<file path="src/hdl/bbd_pkg.sv">
`default_nettype none
package bbd_pkg;

  // Frame geometry.
  localparam int IMG_WIDTH = 1024;
  localparam int COL_W = $clog2(IMG_WIDTH);
  localparam int CNT_W = $clog2(IMG_WIDTH + 2);
  localparam logic [COL_W-1:0] LAST_COL = COL_W'(IMG_WIDTH - 1);
  localparam logic [CNT_W-1:0] WARM_DONE = CNT_W'(IMG_WIDTH + 1);
  // Parity of the last column, used when the output pixel wraps to the previous row.
  localparam logic LAST_COL_ODD = LAST_COL[0];

  typedef logic [7:0] pixel_t;

  // One request as it travels from the address stage to the window stage.
  typedef struct packed {
    pixel_t           px;
    logic [COL_W-1:0] col;
    logic             row_odd;
    logic             first_row;
    logic             produce;
    logic             restart;
  } item_t;

endpackage
`default_nettype wire

</file>
<file path="src/hdl/bbd_window.sv">
`default_nettype none
module bbd_window
  import bbd_pkg::*;
(
  input  wire logic   clk,
  input  wire logic   rst,
  input  wire logic   advance,
  input  wire item_t  item,
  input  wire pixel_t fresh_up,
  input  wire pixel_t fresh_mid,
  input  wire logic   out_stall,
  output logic        out_valid,
  output pixel_t      red,
  output pixel_t      green,
  output pixel_t      blue
);

  pixel_t w0 [3];
  pixel_t w1 [3];
  pixel_t fresh [3];
  pixel_t lf [3];
  pixel_t rt [3];
  logic       col_zero;
  logic       col_one;
  logic       oc_odd;
  logic       orow_odd;
  logic [9:0] orth_sum;
  logic [9:0] diag_sum;
  logic [8:0] ns_sum;
  logic [8:0] we_sum;
  pixel_t     orth;
  pixel_t     diag;
  pixel_t     ns_avg;
  pixel_t     we_avg;
  pixel_t     cen;
  pixel_t     r_next;
  pixel_t     g_next;
  pixel_t     b_next;

  assign fresh[0] = fresh_up;
  assign fresh[1] = fresh_mid;
  assign fresh[2] = item.px;
  assign col_zero = (item.col == '0);
  assign col_one  = (item.col == COL_W'(1));

  // Edge columns read as zero.
  always_comb begin
    for (int k = 0; k < 3; k++) begin
      rt[k] = col_zero ? 8'd0 : fresh[k];
      lf[k] = col_one  ? 8'd0 : w0[k];
    end
  end

  // Neighbor sums around the center sample.
  assign cen      = w1[1];
  assign orth_sum = {2'b00, w1[0]} + {2'b00, w1[2]} + {2'b00, lf[1]} + {2'b00, rt[1]};
  assign diag_sum = {2'b00, lf[0]} + {2'b00, lf[2]} + {2'b00, rt[0]} + {2'b00, rt[2]};
  assign ns_sum   = {1'b0, w1[0]} + {1'b0, w1[2]};
  assign we_sum   = {1'b0, lf[1]} + {1'b0, rt[1]};
  assign orth     = orth_sum[9:2];
  assign diag     = diag_sum[9:2];
  assign ns_avg   = ns_sum[8:1];
  assign we_avg   = we_sum[8:1];

  // The center is one column back, which wraps into the previous row at column zero.
  assign oc_odd   = col_zero ? LAST_COL_ODD : ~item.col[0];
  assign orow_odd = col_zero ? item.row_odd : ~item.row_odd;

  // Color selection for the GBRG mosaic.
  always_comb begin
    case ({orow_odd, oc_odd})
      2'b00: begin
        r_next = ns_avg; g_next = cen; b_next = we_avg;
      end
      2'b01: begin
        r_next = diag; g_next = orth; b_next = cen;
      end
      2'b10: begin
        r_next = cen; g_next = orth; b_next = diag;
      end
      default: begin
        r_next = we_avg; g_next = cen; b_next = ns_avg;
      end
    endcase
  end

  // Window shift; a frame restart clears it after the last flush request.
  always_ff @(posedge clk) begin
    if (rst) begin
      for (int k = 0; k < 3; k++) begin
        w0[k] <= '0;
        w1[k] <= '0;
      end
    end else if (advance) begin
      for (int k = 0; k < 3; k++) begin
        w0[k] <= item.restart ? 8'd0 : w1[k];
        w1[k] <= item.restart ? 8'd0 : fresh[k];
      end
    end
  end

  // Output register.
  always_ff @(posedge clk) begin
    if (rst) begin
      out_valid <= 1'b0;
    end else if (advance && item.produce) begin
      out_valid <= 1'b1;
    end else if (!out_stall) begin
      out_valid <= 1'b0;
    end
  end

  always_ff @(posedge clk) begin
    if (advance && item.produce) begin
      red   <= r_next;
      green <= g_next;
      blue  <= b_next;
    end
  end

endmodule
`default_nettype wire

</file>
<file path="config.mk">
export PLATFORM = sky130hd
export DESIGN_NAME = bbd_window
export DESIGN_NICKNAME = d
export VERILOG_FILES = /design/src/hdl/bbd_pkg.sv /design/src/hdl/bbd_window.sv
export SDC_FILE = /design/constraint.sdc
export NUM_CORES = 1
export LEC_CHECK = 0
export BUFFER_PORTS_ARGS = -buffer_cell sky130_fd_sc_hd__buf_2
export CAP_MARGIN = 0
export CORE_ASPECT_RATIO = 0.75
export CORE_MARGIN = 4
export CORE_UTILIZATION = 40
export CTS_CLUSTER_DIAMETER = 30
export DETAILED_ROUTE_END_ITERATION = 10
export MAX_ROUTING_LAYER = met4
export SLEW_MARGIN = 20
export SYNTH_ARGS = -nofsm -noshare
export SYNTH_HDL_FRONTEND = slang
export SYNTH_SLANG_ARGS = --single-unit
</file>
<file path="constraint.sdc">
create_clock -name clk -period 10.25 [get_ports clk]
set_clock_uncertainty 0.1 [all_clocks]
set_input_delay 0.5125 -clock clk [delete_from_list [all_inputs] [get_ports clk]]
set_output_delay 0.5125 -clock clk [all_outputs]
set_load 0.02 [all_outputs]
</file>
Yosys cells after proc, flatten, opt, wreduce, memory -nomap -nowiden
Memory sizes are Yosys's and may differ from the RTL's.
Cells that the tools add are included.
- $add $sub $neg: 8
- eq/ne operators: 4
- mux-type cells: 30
- bitwise operators: 8
- reductions and logical operators: 4
- operators with widths (kind ; number):
    $mux 8 ; 19
    $pmux 8 s3 ; 2
    $add 8x8->9 ; 4
    $add 10x8->10 ; 2
    $add 9x8->10 ; 2
    $eq 10x1->1 const B ; 1
    $logic_not 10->1 ; 1
    $mux 1 ; 9
    $or 1x1->1 ; 6
    $eq 2x1->1 const B ; 1
    $eq 2x2->1 const B ; 1
    $logic_not 2->1 ; 1
    $ne 2x1->1 const B ; 1
    $not 1->1 ; 2
    $reduce_or 2->1 ; 1
    $logic_and 1x1->1 ; 1
- register bits after elaboration: 25
- memory bits (writable): 48
- input bits: 42
- memories kept: 2
- memory list (memory ; words ; width ; read ports ; clocked after memory_dff ; write ports ; RTL line ; source):
    w0 ; 3 ; 8 ; 3 ; 0 ; 3 ; bbd_window.sv:18 ; pixel_t w0 [3];
    w1 ; 3 ; 8 ; 3 ; 0 ; 3 ; bbd_window.sv:19 ; pixel_t w1 [3];

Depth between registers and ports, before layout
- depth after elaboration: 6
- depth in mapped cells: 16
- depth with buffers taken out: 15

Worst setup path before layout
Ideal clock, no wire load.
- path kind: in2reg
- start point: input port item[9] (netlist bit)
- end point: register blue[5] (data pin)
- setup time: 152 ps
- arrival: 4026 ps
- required time: 9998 ps
- path slack: 5973 ps
- stages on the path: 15
- buffers on the path: 1
- cell sequence: nor4_2 nand4_1 clkbuf_1 and2_1 fa_1 inv_1 fa_1 inv_1 fa_1 a21o_1 a21oi_1 o21ai_1 a211oi_1 nand2_1 a31oi_1
- word-level cells in the longest chain between the ends: 6
- elaborated cells on any way between the ends: 18
- classes of those cells: add/sub: 4; eq/ne: 3; mux: 9; reduce/logical: 2
- RTL lines (item ; RTL line ; source):
    from (decl) ; bbd_window.sv:8 ; input wire item_t item,
    $eq 10x1->1 ; bbd_window.sv:44 ; assign col_one = (item.col == COL_W'(1));
    $mux 8 ; bbd_window.sv:50 ; lf[k] = col_one ? 8'd0 : w0[k];
    $add 8x8->9 ; bbd_window.sv:57 ; assign diag_sum = {2'b00, lf[0]} + {2'b00, lf[2]} + {2'b00, rt[0]} + {2'b00, rt[2]};
    $add 9x8->10 ; bbd_window.sv:57 ;
    $add 10x8->10 ; bbd_window.sv:57 ;
    $pmux 8 s3 (*) ; bbd_window.sv:71 ; case ({orow_odd, oc_odd})
    named net b_next[5] ; bbd_window.sv:38 ; pixel_t b_next;
    to (signal assigned) ; bbd_window.sv:117 ; blue <= b_next;
    to (decl) ; bbd_window.sv:15 ; output pixel_t blue
The timed path passes the listed nets; every way through them passes the cells marked *.
A chain may end at the register's enable or synchronous reset.

Final worst setup path
- start point: input port item[9] (netlist bit)
- end point: register red[5] (data pin)
- word-level cells in the longest chain between the ends: 6
- elaborated cells on any way between the ends: 18
- classes of those cells: add/sub: 4; eq/ne: 3; mux: 9; reduce/logical: 2
- RTL lines (item ; RTL line ; source):
    $eq 10x1->1 ; bbd_window.sv:44 ;
    $mux 8 ; bbd_window.sv:50 ;
    $add 8x8->9 ; bbd_window.sv:57 ;
    $add 9x8->10 ; bbd_window.sv:57 ;
    $add 10x8->10 ; bbd_window.sv:57 ;
    $pmux 8 s3 (*) ; bbd_window.sv:71 ;
    named net r_next[5] ; bbd_window.sv:36 ; pixel_t r_next;
    to (signal assigned) ; bbd_window.sv:115 ; red <= r_next;
    to (decl) ; bbd_window.sv:13 ; output pixel_t red,
Marked as above.

==> metrics.csv <==
stage,metric,value,unit
power_and_ir_drop,pwr-share-comb,30.4,%
worst_setup_path,timing.rr.end,red[5],
global_routing,gr-usage-met2,24.40,%
clock_tree,clk_latency,340,ps
global_routing,grt_pass1_vias,3726,
logic_synthesis,yosysTopAreaCell,edfxtp_1,
route,drc,0,
logic_synthesis,ys_types,57,
floorplan,pin_count,67,
min_path,whs_path_depth,2,
clock_tree,clk_pin_slew,60,ps
logic_synthesis,synth_area,0.005433,mm²
floorplan,die_h,108.9,µm
global_routing,grt_start_max_net_pins,49,
placement,numPlacedInstances,734,
logic_synthesis,synth_seq_cells,73,
route,routed_wl,12.42,mm
clock_tree,cts_buffer_depth,2,
worst_setup_path,crit-reg2reg-launch,w0[0][18],
sta,hold_viol,0,
sta,max_freq,0.1908,GHz
min_path,min_from,rst,
floorplan,die-width,142.6,µm
clock_tree,cts_tree,done,
global_routing,antenna_found_initial,0,
cells_and_area,instances_no_fill,750,
logic_synthesis,yosysWarnings,0,
sta,rsz0062_at_grt,false,
outcome,outcome,completed,
cells_and_area,drive_above_1_share,16.41,%
sta,setup_viol,0,
placement,dp_worst_setup_slack,4642,ps
worst_setup_path,reg2regPathDepth,12,
logic_synthesis,async_flop_share,0,%
clock_tree,htreeDepth,3,
power_and_ir_drop,switching_share,30.49,%
sta,finalSetupTns,0,ps
sta,fin_crit,5241,ps
sta,relSlewSlack,26.35,%
clock_tree,cts_root_buf,clkbuf_16,
cells_and_area,layout.area.seq,0.002182,mm²
worst_setup_path,cp.arrival,5290,ps
cells_and_area,multiInputGateArea,0.002959,mm²
cells_and_area,fin_util,47.69,%
min_path,hold_path.class,in -> reg,
power_and_ir_drop,leakage,2.781,nW
placement,placement.io_buffers,65,
route,vias,3850,
clock_tree,cts_num_sinks,73,
sta,whs,270.6,ps
sta,worstMarginPinSlew,1105,ps
global_routing,grt-busiest-layer,met1,
cells_and_area,final_nets,683,
run,maxCapViolCount,0,
logic_synthesis,synthCells,514,
sta,period_share,51.13,%
logic_synthesis,synthFlopType,edfxtp_1,
power_and_ir_drop,p_sw,320.1,µW
cells_and_area,fill_cells,1243,
route,viasPerCell,5.133,
placement,dp_hpwl,9.625,mm
power_and_ir_drop,p_int,729.9,µW
global_routing,grt_pass1_wl,19.73,mm
global_routing,grtUsageTotal,17.36,%
floorplan,start_util,41.31,%
worst_setup_path,criticalPathCategory,in -> reg,
logic_synthesis,syn-num-nets,623,
floorplan,core_area,0.01315,mm²
sta,slew_viol_final,0,
route,ant_nets,0,
sta,setup_slack,5009,ps
worst_setup_path,critPathLaunchType,primary input,
logic_synthesis,synth.top_cell.area_share,39.80,%
clock_tree,cts-resized-gates,0,
logic_synthesis,avgSynthCellArea,10.57,µm²
cells_and_area,area_delta_synth_final,15.45,%
clock_tree,cts_buffers,9,
worst_setup_path,endpoint_kind,register,
power_and_ir_drop,pwr-share-seq,35.6,%
global_routing,use_met3,3.902,%
power_and_ir_drop,power_per_cell_area,167.4,mW/mm²
route,drtIter0Drc,313,
floorplan,die-area,0.01553,mm²
floorplan,num_rows,36,
min_path,whs_endpoint,out_valid,
clock_tree,post_cts_buffers,0,
cells_and_area,diodes,0,
power_and_ir_drop,clkPwrFrac,34.0,%
placement,place.gp.congestion,0.8549,
route,wl_per_cell,16.56,µm
clock_tree,cts_hold_buf,0,
global_routing,use_met1,25.72,%
logic_synthesis,synth-edff-count,72,
power_and_ir_drop,vdd_drop_max,0.1012,mV
worst_setup_path,r2r_slack,6450,ps
route,drt-pass1-iter-count,5,
worst_setup_path,crit_required,10300,ps
global_routing,gr-total-overflow,0,
logic_synthesis,yosys-top-cells-area,"edfxtp_1 (40%), fa_1 (13%), and2_1 (9.8%)",
worst_setup_path,crit_fanout,24,
logic_synthesis,ys_seq_area_share,40.17,%
synth_stat cells, drive strengths merged, types with 5 or more instances:
library cell,count
nand2b,5
ha,33
fa,34
o21ai,19
edfxtp,72
a21o,7
and2,85
xor2,8
nor2,19
a21oi,28
clkbuf,17
nor3,8
xnor2,12
o21a,5
nand2,35
inv,59
per-stage QoR:
step                      instance area [µm²]  total power, mW
after floorplan                          5433           0.6135
after global placement                   5917           0.6861
after detailed placement                 5937           0.6968
after CTS                                6272            1.059
after global routing                     6272            1.117
final                                    6272            1.050
area by class of cell:
| type | count | share of cell area (%) |
|---|---|---|
| inverter | 59 | 3.531 |
| multi-input combinational | 363 | 47.18 |
| sequential | 73 | 34.79 |
| clock inverter | 6 | 1.696 |
| tap | 171 | 3.411 |
| clock buffer | 10 | 3.651 |
| timing repair buffer | 68 | 5.745 |
cells in the final DEF, fill, tap and decap left out, types with 15 or more instances in the layout:
master	n
o21ai_0	15
a21oi_1	27
buf_2	65
ha_1	33
edfxtp_1	72
nand2_1	35
nor2_1	19
inv_1	59
fa_1	34
and2_1	85
worst max-delay path, stage by stage:
cell and delay [ps]:
buf_2 100, nor4_2 370, nand4_1 820, and2_1 510, fa_1 540, inv_1 60, fa_1 530, inv_1 70
fa_1 450, a21o_1 180, a21oi_1 290, o21ai_1 130, a211oi_1 390, a221oi_2 110, mux2i_1 230
per-layer routing:
metal | up-vias | wire length [µm]
met5 | - | 0
met4 | 0 | 127
met3 | 13 | 921
met2 | 113 | 5162
met1 | 1837 | 6208
li1 | 1887 | -
cell families after synthesis:
logic type               synth area share, %
buffers and inverters                  5.458
adder cells (fa/ha/maj)                20.13
multiplexers                           1.175
XOR/XNOR                               3.224
AND/OR/NAND/NOR                        17.34
AO/OA/AOI/OAI                          12.51
flip-flops                             40.17
how the worst max path moves through the flow:
stage,startpoint,end,depth (start not counted)
after global routing,item[9],blue[5],15
final,item[9],red[5],15
after global placement,item[9],red[5],15
after CTS,item[9],red[5],15
after detailed placement,item[9],blue[5],15
after floorplan,item[9],blue[5],15
registers in the layout, summed over array words and instances, names as in the netlist:
| name | cells |
|---|---|
| green | 8 |
| w1 | 24 |
| out_valid | 1 |
| blue | 8 |
| w0 | 24 |
| red | 8 |
power by group through the flow:
stage / combinational, mW / clock, mW / sequential (mW)
after global placement: 0.307 / 0 / 0.379
final: 0.320 / 0.357 / 0.374
after CTS: 0.320 / 0.366 / 0.373
after floorplan: 0.228 / 0 / 0.385
after detailed placement: 0.317 / 0 / 0.380
after global routing: 0.364 / 0.377 / 0.376
(Power assumes the default switching activity.)
